<file path="src/hdl/spcc_pkg.sv">
// ----------------------------------------------------------------------------
// SATA port command controller package
// Shared types, codes and constants for the command controller.
// ----------------------------------------------------------------------------
package spcc_pkg;

    // Largest transfer that one command may carry, in sectors.
    localparam logic [7:0] MAX_SECTORS = 8'd128;

    // ATA command opcodes.
    localparam logic [7:0] OP_READ_DMA      = 8'hc8;
    localparam logic [7:0] OP_WRITE_DMA     = 8'hca;
    localparam logic [7:0] OP_READ_DMA_EXT  = 8'h25;
    localparam logic [7:0] OP_WRITE_DMA_EXT = 8'h35;

    // Register FIS and command header constants.
    localparam logic [7:0]  DEV_LBA_MODE  = 8'h40;
    localparam logic [6:0]  HDR_FIS_LEN   = 7'd5;
    localparam logic [31:0] IRQ_ERR_MASK  = 32'h7900_0000;
    localparam logic [7:0]  TFD_ERR_MASK  = 8'h21;

    typedef enum logic [1:0] {
        REQ_TRANSFER   = 2'd0,
        REQ_FLUSH      = 2'd1,
        REQ_PORT_IRQ   = 2'd2,
        REQ_COMPLETION = 2'd3
    } t_req;

    typedef enum logic [2:0] {
        OUT_NONE        = 3'd0,
        OUT_ISSUED      = 3'd1,
        OUT_REJECTED    = 3'd2,
        OUT_IRQ_DONE    = 3'd3,
        OUT_IRQ_ERROR   = 3'd4,
        OUT_IGNORED     = 3'd5,
        OUT_FINISH_OK   = 3'd6,
        OUT_FINISH_FAIL = 3'd7
    } t_outcome;

    typedef enum logic [1:0] {
        CFG_LONG_ADDR = 2'd0,
        CFG_CAPACITY  = 2'd1,
        CFG_FLUSH_OP  = 2'd2
    } t_cfg_idx;

    typedef struct packed {
        logic        we;
        logic [1:0]  index;
        logic [48:0] wdata;
    } t_cfg_write;

    typedef struct packed {
        t_req        req_type;
        logic        write_access;
        logic [47:0] start_lba;
        logic [7:0]  sector_count;
        logic [31:0] irq_status;
        logic        slot_pending;
        logic [7:0]  task_file_status;
        logic [16:0] bytes_transferred;
    } t_item;

    typedef struct packed {
        t_outcome    outcome;
        logic [7:0]  opcode;
        logic [47:0] fis_lba;
        logic [7:0]  fis_device;
        logic [15:0] fis_count;
        logic [6:0]  header_flags;
        logic        prdt_present;
        logic [31:0] prdt_byte_field;
        logic [1:0]  port_state;
    } t_result;

endpackage

</file>
<file path="src/hdl/spcc_engine.sv">
// ----------------------------------------------------------------------------
// SATA port command engine
// Holds the slot state and configuration, and decides one item per step.
// ----------------------------------------------------------------------------
module spcc_engine (
    input  logic                i_clk,
    input  logic                i_rst_n,
    input  spcc_pkg::t_cfg_write i_cfg,
    input  logic                i_step,
    input  spcc_pkg::t_item     i_item,
    output spcc_pkg::t_result   o_result
);
    import spcc_pkg::*;

    typedef enum logic [1:0] {
        ST_IDLE   = 2'd0,
        ST_BUSY   = 2'd1,
        ST_DONE   = 2'd2,
        ST_FAILED = 2'd3
    } t_state;

    t_state      r_state, n_state;
    logic [16:0] r_expected_bytes, n_expected_bytes;
    logic [31:0] r_latched_irq, n_latched_irq;
    logic        r_long_addr;
    logic [48:0] r_capacity;
    logic [7:0]  r_flush_op;

    logic [48:0] lba_end;
    logic [16:0] xfer_bytes;
    logic        irq_err;
    t_result     res;

    assign lba_end    = {1'b0, i_item.start_lba} + {41'd0, i_item.sector_count};
    assign xfer_bytes = {i_item.sector_count, 9'd0};
    assign irq_err    = (i_item.irq_status & IRQ_ERR_MASK) != 32'd0;

    always_comb begin
        n_state          = r_state;
        n_expected_bytes = r_expected_bytes;
        n_latched_irq    = r_latched_irq;
        res              = '0;
        res.outcome      = OUT_NONE;
        case (i_item.req_type)
            REQ_TRANSFER: begin
                if (r_state != ST_IDLE || i_item.sector_count > MAX_SECTORS ||
                    lba_end > r_capacity) begin
                    res.outcome = OUT_REJECTED;
                end else if (i_item.sector_count != 8'd0) begin
                    res.outcome = OUT_ISSUED;
                    if (i_item.write_access) begin
                        res.opcode = r_long_addr ? OP_WRITE_DMA_EXT : OP_WRITE_DMA;
                    end else begin
                        res.opcode = r_long_addr ? OP_READ_DMA_EXT : OP_READ_DMA;
                    end
                    if (r_long_addr) begin
                        res.fis_lba    = i_item.start_lba;
                        res.fis_device = DEV_LBA_MODE;
                    end else begin
                        // Bits 27..24 of the address ride in the device byte.
                        res.fis_lba    = {24'd0, i_item.start_lba[23:0]};
                        res.fis_device = DEV_LBA_MODE | {4'd0, i_item.start_lba[27:24]};
                    end
                    res.fis_count       = {8'd0, i_item.sector_count};
                    res.header_flags    = HDR_FIS_LEN | {i_item.write_access, 6'd0};
                    res.prdt_present    = 1'b1;
                    res.prdt_byte_field = {1'b1, 14'd0, xfer_bytes - 17'd1};
                    n_state             = ST_BUSY;
                    n_expected_bytes    = xfer_bytes;
                    n_latched_irq       = 32'd0;
                end
            end
            REQ_FLUSH: begin
                if (r_state != ST_IDLE) begin
                    res.outcome = OUT_REJECTED;
                end else if (r_flush_op != 8'd0) begin
                    res.outcome      = OUT_ISSUED;
                    res.opcode       = r_flush_op;
                    res.header_flags = HDR_FIS_LEN;
                    n_state          = ST_BUSY;
                    n_expected_bytes = 17'd0;
                    n_latched_irq    = 32'd0;
                end
            end
            REQ_PORT_IRQ: begin
                if (r_state == ST_BUSY && (irq_err || !i_item.slot_pending)) begin
                    n_latched_irq = i_item.irq_status;
                    if (irq_err || (i_item.task_file_status & TFD_ERR_MASK) != 8'd0) begin
                        n_state     = ST_FAILED;
                        res.outcome = OUT_IRQ_ERROR;
                    end else begin
                        n_state     = ST_DONE;
                        res.outcome = OUT_IRQ_DONE;
                    end
                end else begin
                    res.outcome = OUT_IGNORED;
                end
            end
            REQ_COMPLETION: begin
                if (r_state == ST_DONE) begin
                    if (i_item.bytes_transferred == r_expected_bytes) begin
                        n_state     = ST_IDLE;
                        res.outcome = OUT_FINISH_OK;
                    end else begin
                        n_state     = ST_FAILED;
                        res.outcome = OUT_FINISH_FAIL;
                    end
                end else if (r_state == ST_FAILED) begin
                    res.outcome = OUT_FINISH_FAIL;
                end else begin
                    res.outcome = OUT_IGNORED;
                end
            end
            default: begin
                res.outcome = OUT_IGNORED;
            end
        endcase
        res.port_state = n_state;
    end

    assign o_result = res;

    always_ff @(posedge i_clk) begin
        if (!i_rst_n) begin
            r_state          <= ST_IDLE;
            r_expected_bytes <= 17'd0;
            r_latched_irq    <= 32'd0;
            r_long_addr      <= 1'b0;
            r_capacity       <= 49'd0;
            r_flush_op       <= 8'd0;
        end else begin
            if (i_step) begin
                r_state          <= n_state;
                r_expected_bytes <= n_expected_bytes;
                r_latched_irq    <= n_latched_irq;
            end
            if (i_cfg.we) begin
                case (i_cfg.index)
                    CFG_LONG_ADDR: r_long_addr <= i_cfg.wdata[0];
                    CFG_CAPACITY:  r_capacity  <= i_cfg.wdata;
                    CFG_FLUSH_OP:  r_flush_op  <= i_cfg.wdata[7:0];
                    default: begin
                    end
                endcase
            end
        end
    end

`ifndef SYNTHESIS
    // An issued command always leaves the slot busy.
    a_issue_busy: assert property (@(posedge i_clk) disable iff (!i_rst_n)
        (i_step && res.outcome == OUT_ISSUED) |=> (r_state == ST_BUSY))
        else $error("issued command did not leave the slot busy");

    // Failure is sticky until reset.
    a_fail_sticky: assert property (@(posedge i_clk) disable iff (!i_rst_n)
        (r_state == ST_FAILED) |=> (r_state == ST_FAILED))
        else $error("failed state left without reset");

    // A classified interrupt keeps its status word.
    a_irq_latch: assert property (@(posedge i_clk) disable iff (!i_rst_n)
        (i_step && (res.outcome == OUT_IRQ_DONE || res.outcome == OUT_IRQ_ERROR))
        |=> (r_latched_irq == $past(i_item.irq_status)))
        else $error("interrupt status not latched");

    // Command fields are quiet unless a command goes out.
    a_fields_quiet: assert property (@(posedge i_clk) disable iff (!i_rst_n)
        (res.outcome != OUT_ISSUED) |-> (res.opcode == 8'd0 && res.prdt_present == 1'b0 &&
        res.header_flags == 7'd0))
        else $error("command fields set without an issued command");
`endif

endmodule

</file>
<file path="src/hdl/sata_port_command_controller_top.sv">
// ----------------------------------------------------------------------------
// SATA port command controller
// Single-slot command issue and completion tracking for one SATA port.
// ----------------------------------------------------------------------------
//
// Channel   Dir  Handshake            Content
// s_axis    in   tvalid / tready      tuser: req_type; tdata: request fields
// m_axis    out  tvalid / tready      tuser: outcome; tdata: FIS and state
// cfg       in   we (no back-pressure) index 0 long_addressing, 1 capacity,
//                                     2 flush opcode
//
// An accepted item waits in the input register while the decision logic
// works on it, and the result register takes the outcome when the item
// advances. One item per cycle is sustained while the result side is not
// stalled; the slot state updates as an item moves from the input register
// to the result register, so the next item sees it.
// A stalled result holds in the result register while the input register
// keeps one more item; the input side stalls only when both are full.
// Reset is synchronous and active low; it empties both registers, returns
// the slot to idle and clears the configuration.
//
module sata_port_command_controller_top (
    input  logic         i_clk,
    input  logic         i_rst_n,
    // Request items.
    input  logic         i_s_axis_tvalid,
    output logic         o_s_axis_tready,
    // tdata from bit 0 up: write_access, start_lba[47:0], sector_count[7:0],
    // irq_status[31:0], slot_pending, task_file_status[7:0],
    // bytes_transferred[16:0], zero fill to 120 bits.
    input  logic [119:0] i_s_axis_tdata,
    // tuser: req_type[1:0].
    input  logic [1:0]   i_s_axis_tuser,
    // Result items.
    output logic         o_m_axis_tvalid,
    input  logic         i_m_axis_tready,
    // tdata from bit 0 up: opcode[7:0], fis_lba[47:0], fis_device[7:0],
    // fis_count[15:0], header_flags[6:0], prdt_present,
    // prdt_byte_field[31:0], port_state[1:0], zero fill to 128 bits.
    output logic [127:0] o_m_axis_tdata,
    // tuser: outcome[2:0].
    output logic [2:0]   o_m_axis_tuser,
    // Configuration writes.
    input  logic         i_cfg_we,
    input  logic [1:0]   i_cfg_index,
    input  logic [48:0]  i_cfg_wdata
);
    import spcc_pkg::*;

    logic        r_in_valid;
    t_item       r_in_item;
    t_item       in_item;
    logic        r_out_valid;
    t_result     r_out_result;
    t_result     result;
    t_cfg_write  cfg;
    logic        in_accept;
    logic        advance;

    // Unpack the request item from the stream.
    always_comb begin
        in_item.req_type          = t_req'(i_s_axis_tuser);
        in_item.write_access      = i_s_axis_tdata[0];
        in_item.start_lba         = i_s_axis_tdata[48:1];
        in_item.sector_count      = i_s_axis_tdata[56:49];
        in_item.irq_status        = i_s_axis_tdata[88:57];
        in_item.slot_pending      = i_s_axis_tdata[89];
        in_item.task_file_status  = i_s_axis_tdata[97:90];
        in_item.bytes_transferred = i_s_axis_tdata[114:98];
    end

    assign cfg.we    = i_cfg_we;
    assign cfg.index = i_cfg_index;
    assign cfg.wdata = i_cfg_wdata;

    // The held item moves on whenever the result register is free or
    // being emptied in this cycle.
    assign advance         = r_in_valid && (!r_out_valid || i_m_axis_tready);
    assign o_s_axis_tready = !r_in_valid || advance;
    assign in_accept       = i_s_axis_tvalid && o_s_axis_tready;

    spcc_engine u_engine (
        .i_clk    (i_clk),
        .i_rst_n  (i_rst_n),
        .i_cfg    (cfg),
        .i_step   (advance),
        .i_item   (r_in_item),
        .o_result (result)
    );

    always_ff @(posedge i_clk) begin
        if (!i_rst_n) begin
            r_in_valid  <= 1'b0;
            r_out_valid <= 1'b0;
        end else begin
            if (in_accept) begin
                r_in_valid <= 1'b1;
            end else if (advance) begin
                r_in_valid <= 1'b0;
            end
            if (advance) begin
                r_out_valid <= 1'b1;
            end else if (i_m_axis_tready) begin
                r_out_valid <= 1'b0;
            end
        end
    end

    // Payload registers carry no reset.
    always_ff @(posedge i_clk) begin
        if (in_accept) begin
            r_in_item <= in_item;
        end
        if (advance) begin
            r_out_result <= result;
        end
    end

    assign o_m_axis_tvalid = r_out_valid;
    assign o_m_axis_tuser  = r_out_result.outcome;
    assign o_m_axis_tdata  = {6'd0,
                              r_out_result.port_state,
                              r_out_result.prdt_byte_field,
                              r_out_result.prdt_present,
                              r_out_result.header_flags,
                              r_out_result.fis_count,
                              r_out_result.fis_device,
                              r_out_result.fis_lba,
                              r_out_result.opcode};

endmodule
</file>
<file path="config.mk">
export PLATFORM = sky130hd
export DESIGN_NAME = sata_port_command_controller_top
export DESIGN_NICKNAME = d
export VERILOG_FILES = /design/src/hdl/spcc_pkg.sv /design/src/hdl/spcc_engine.sv /design/src/hdl/sata_port_command_controller_top.sv
export SDC_FILE = /design/constraint.sdc
export NUM_CORES = 1
export LEC_CHECK = 0
export ABC_AREA = 0
export BUFFER_PORTS_ARGS = -buffer_cell sky130_fd_sc_hd__clkbuf_2
export CAP_MARGIN = 20
export CELL_PAD_IN_SITES_DETAIL_PLACEMENT = 0
export CELL_PAD_IN_SITES_GLOBAL_PLACEMENT = 1
export CORE_ASPECT_RATIO = 1.5
export CORE_MARGIN = 8
export CORE_UTILIZATION = 40
export DETAILED_ROUTE_END_ITERATION = 8
export GPL_ROUTABILITY_DRIVEN = 0
export PLACE_DENSITY = 0.88
export SETUP_SLACK_MARGIN = 0.05
export SLEW_MARGIN = 20
export SYNTH_ARGS = -nofsm -noshare
export SYNTH_HDL_FRONTEND = slang
export SYNTH_SLANG_ARGS = --single-unit
</file>
<file path="constraint.sdc">
create_clock -name i_clk -period 9.25 [get_ports i_clk]
set_input_delay 1.85 -clock i_clk [delete_from_list [all_inputs] [get_ports i_clk]]
set_output_delay 1.85 -clock i_clk [all_outputs]
set_load 0.02 [all_outputs]
</file>
[After elaboration in Yosys (flattened, before gate mapping)]
Cells that the tools add are included.
Operators by class
  add/subtract/negate cells: 2
  $lt $le $gt $ge: 2
  equality and inequality tests: 13
  mux-type cells: 38
  bitwise operators: 3
  reduce and logical (&&, ||, !) cells: 30
Operator list (number)
  two-way mux 121 bit: 1
  two-way mux 120 bit: 1
  two-way mux 17 bit: 4
  two-way mux 56 bit: 1
  adder 48 x 8 -> 49 bit: 1
  greater-than comparator 49 bit: 1
  case mux 17 bit (2 select lines): 1
  two-way mux 8 bit: 4
  nonzero test 32 bit: 1
  nonzero test 8 bit: 3
  two-way mux 2 bit: 9
  equality test 17 bit: 1
  subtractor 17 x 1 -> 17 bit, second input constant: 1
  case mux 8 bit (2 select lines): 1
  two-way mux 3 bit: 5
  case mux 7 bit (2 select lines): 1
  case mux 3 bit (4 select lines): 1
  equality test 2 bit, second input constant: 5
  two-way mux 9 bit: 1
  greater-than comparator 8 bit, second input constant: 1
  case mux 2 bit (4 select lines): 1
  nonzero test 2 bit: 4
  OR reduction 4 bit: 2
  two-way mux 7 bit: 1
  other kinds (13): 36
Word-level totals
  register bits after elaboration: 318
  bits of input ports: 178
  logic and storage cells: 116

[Logic depth before layout (Yosys ltp)]
  depth in word-level cells: 6
  gate-level depth with buffers: 21

[Hierarchy]
Synthesis repeated with hierarchy kept, for this count alone.
Unflattened totals
  cell total of the unflattened synthesis: 1132
  area total of the unflattened synthesis: 13817.0 µm²
By module, submodules not included
  sata_port_command_controller_top: instances 1, cells each 258, area each 7419.6 µm²
  spcc_engine: instances 1, cells each 874, area each 6397.4 µm²

[Least setup slack after synthesis]
OpenSTA, ideal clock, no wires.
  path kind: input to register
  from: input port i_m_axis_tready
  to: register u_engine.r_expected_bytes[10]
  library setup time: 0.147 ns
  arrival: 4.582 ns
  required time: 9.103 ns
  setup slack: 4.521 ns
  stages: 6
  buffers on the path: 0
  cell sequence: nor2b_1 nand2b_1 inv_1 nand2_1 o31ai_2 o32ai_1
Between the ends
  cells in the longest elaborated chain, start to end: 3
Ends and longest elaborated chain
  start, declared: RTL line sata_port_command_controller_top.sv:36  | input logic i_m_axis_tready,
  logical OR 1 bit: RTL line sata_port_command_controller_top.sv:78  | assign advance = r_in_valid && (!r_out_valid || i_m_axis_tready);
  logical AND 1 bit: RTL line sata_port_command_controller_top.sv:78
  named net advance: RTL line sata_port_command_controller_top.sv:58  | logic advance;
  AND reduction 6 bit (no line)
  end signal, assigned: RTL line spcc_engine.sv:134  | r_expected_bytes <= n_expected_bytes;
  end, declared: RTL line spcc_engine.sv:23  | logic [16:0] r_expected_bytes, n_expected_bytes;
The timed path passes the listed nets, and every way through them passes these cells.
A chain may end at the register's enable or synchronous reset.

==> flow_metrics.py <==
metrics = {
    "worst_setup_path": {
        "cp-start-kind": "flop",
        "end_kind": "flop",
        "worst_ep_required_time_ns": 9.54,
        "critPathKind": "flop to flop",
        "critical-path-slowest-cell": "nor4_1",
        "reg2reg_from": "r_in_item[59]",
        "cp_max_fo": 38,
        "critPathLaunch": "r_in_item[59]",
        "critPathBufInv": 3,
        "worstPathArrival_ns": 6.77,
        "worstPathCellList": "ha_1, a21o_1, a21oi_1, o21ai_0, nand3_1, and2_1, nor4_1, xor2_1, ha_1, nand4_1, nor4_1, nand2_1, o2111ai_1, o21ai_1, nand3_1, buf_4, inv_1, buf_4, a32o_1",
        "critPathTopFamily": "simple AND/OR/NAND/NOR gates",
        "slowest_delay_ns": 0.79,
    },
    "yosys": {
        "ys_warn_count": 0,
        "synth.avg_cell_area_um2": 10.90,
        "synth_edf_count": 169,
        "synth_cell_types": 61,
        "synthCells": 1058,
        "yosys.area.top_type": "edfxtp_1",
        "synthArstFlopShare_pct": 0,
        "ys_ff_latch": 239,
        "syn_area_um2": 11530,
        "synth_top_area_share_pct": 44.00,
        "synth_area_leaders": "edfxtp_1 44%, dfxtp_1 12%, ha_1 6.4%",
        "synth_top_flop_cell": "edfxtp_1",
        "seq_area_frac_synth_pct": 56.15,
    },
    "timing": {
        "setup_violations": 0,
        "max_freq_mhz": 154.5,
        "hold_violations": 0,
        "slew_headroom_pct": 32.48,
        "slew_violations": 0,
        "worst_pin_slew_ns": 1.013,
        "period_minus_slack_ns": 6.473,
        "worst_slack_ns": 2.777,
        "fin_crit_sh_pct": 69.98,
        "rsz0062_at_grt": "false",
        "setup_tns_ns": 0,
        "fin_skew_ns": 0.01928,
        "fin_hold_ws_ns": 0.4619,
    },
    "run_status": {
        "outcome": "completed",
    },
    "cts": {
        "holdBufCountCts": 0,
        "post_cts_buffers": 0,
        "cts_sinks": 239,
        "clk_latency_ns": 0.54,
        "cts_buffer_depth": 3,
        "htreeDepth": 1,
        "numCtsBuffers": 25,
        "cts_tree": "yes",
        "post_cts_resized": 0,
        "cts_root_buf": "clkbuf_16",
        "cts.clk_slew.worst_paths_ns": 0.06,
    },
    "die": {
        "start_util_pct": 40.43,
        "die_x_um": 154.6,
        "fp.dieH_um": 224.0,
        "row_count": 76,
        "top_level_ports": 311,
        "core_area_um2": 28530,
        "die-area_um2": 34640,
    },
    "cells_and_area": {
        "final_common_cell": "clkbuf_2",
        "regArea_um2": 6476,
        "drive_gt1_share_pct": 23.11,
        "multiInputGateArea_um2": 4359,
        "final_area_um2": 13610,
        "area_growth_pct": 18.03,
        "fin_nets": 1518,
        "final_cell_mix": "237 x clkbuf_2, 169 x edfxtp_1, 152 x nand2_1",
        "fillers": 2632,
    },
    "placed_design": {
        "post-place-ws_ns": 2.645,
        "dpl-instance-area_um2": 12860,
        "dp.final_hpwl_um": 22580,
        "port_buffers": 237,
    },
    "routing": {
        "detail_route.vias_per_cell": 4.971,
        "firstDrtPassIters": 5,
        "vias": 8202,
        "wl_um": 29620,
        "drt_iter0_drc": 446,
        "drc": 0,
        "ant_nets": 0,
        "wl_per_cell_um": 17.95,
    },
    "pwr": {
        "p_clk_share_pct": 38.6,
        "pwr-share-seq_pct": 50.4,
        "p_per_area_nw_per_um2": 179.3,
        "p_comb_share_pct": 11.0,
        "p_sw_share_pct": 25.10,
        "worst_ir_drop_vdd_mv": 0.1460,
        "p_sw_mw": 0.6127,
        "p_int_mw": 1.828,
        "leakage_nw": 5.458,
    },
    "global_route": {
        "grt_overflow_total": 0,
        "grt_pass1_wl_um": 45720,
        "grt.total_usage_pct": 16.91,
        "grt_pass1_vias": 8524,
        "grt_max_degree": 73,
        "antenna_found_initial": 2,
    },
    "hold_path": {
        "min_path_type": "flop to flop",
        "hp-start": "u_engine.r_capacity[26]",
    },
    "job": {
        "max_cap_viol_count": 0,
    },
}
==> cell usage after synthesis (3+ instances only) <==
cell type and instances:
a211oi_1 3, a21boi_0 51, a21oi_1 34, a31oi_1 3, and2_1 30, and3_1 34, and4_1 4, buf_1 6
buf_2 3, buf_4 46, clkbuf_1 29, dfxtp_1 70, edfxtp_1 169, ha_1 59, inv_1 86, mux2i_1 8
nand2_1 152, nand2b_1 3, nand3_1 14, nand3b_1 3, nand4_1 16, nor2_1 42, nor2b_1 12, nor3_1 25
nor3_2 5, nor3b_2 5, nor4_1 11, o21a_1 4, o21ai_0 29, o32ai_1 8, or3_1 3, xnor2_1 36
xor2_1 22
==> cell type report <==
| cell class | instances | share of cell area [%] |
|---|---|---|
| sequential | 239 | 47.57 |
| multi-input combinational | 681 | 32.02 |
| timing repair buffer | 246 | 9.210 |
| clock buffer | 34 | 4.844 |
| tap | 351 | 3.226 |
| inverter | 87 | 2.417 |
| clock inverter | 11 | 0.6893 |
| antenna | 1 | 0.01838 |
==> final timing paths <==
kind                                   to  slack, ns  cells past startpoint
setup / recovery        o_m_axis_tdata[4]       2.78                     19
hold / removal    u_engine.r_capacity[26]       0.46                      2
setup reg to reg        o_m_axis_tdata[4]       2.78                     19
hold reg to reg   u_engine.r_capacity[26]       0.46                      2
==> logic make-up (layout without fill, tap and decap cells) <==
group,after synthesis,after routing,share of synthesized area [%]
simple gates,367,367,16.09
flops,239,239,56.15
buf+inv,172,378,7.192
compound gates,153,153,8.863
fa+ha+maj,60,60,6.574
xor+xnor,58,58,4.404
mux,8,8,0.6943
other cells,1,36,0.03251
==> power groups by stage <==
stage               Sequential (mW)  Clock [mW]  Combinational, mW
finish                         1.23       0.943              0.268
global route                   1.24        1.00              0.300
CTS                            1.23       0.966              0.271
floorplan                      1.27           0              0.163
global placement               1.25           0              0.264
detailed placement             1.25           0              0.270
==> flip-flops by register name, indices dropped and copies added, names as in the netlist <==
| signal | cells |
|---|---|
| u_engine.r_capacity | 49 |
| u_engine.r_long_addr | 1 |
| r_in_valid | 1 |
| u_engine.r_state | 2 |
| r_in_item | 84 |
| o_m_axis_tuser | 3 |
| o_m_axis_tdata | 82 |
| o_m_axis_tvalid | 1 |
| u_engine.r_expected_bytes | 8 |
| u_engine.r_flush_op | 8 |
==> routing by layer <==
metal / up-vias / share of wire, % / global-route usage, %
met4: 2 / 4.1 / 8.119
met3: 65 / 6.7 / 3.607
met2: 255 / 53 / 31.68
met5: - / 0.044 / 0
met1: 3822 / 36 / 17.55
li1: 4058 / - / -
==> tightest hold or removal path: stages (launching register included) <==
cell	delay [ns]
dfxtp_1	0.30
nand2_1	0.04
a21boi_0	0.06
==> metrics by stage <==
stage / utilization [%] / instances / total power [mW]
floorplan: - / 1092 / 1.431
global placement: 45.07 / 1604 / 1.515
detailed placement: 45.07 / 1604 / 1.523
CTS: 47.71 / 1649 / 2.468
global route: 47.71 / 1649 / 2.540
finish: 47.72 / 1650 / 2.441
(Power assumes the default switching activity.)
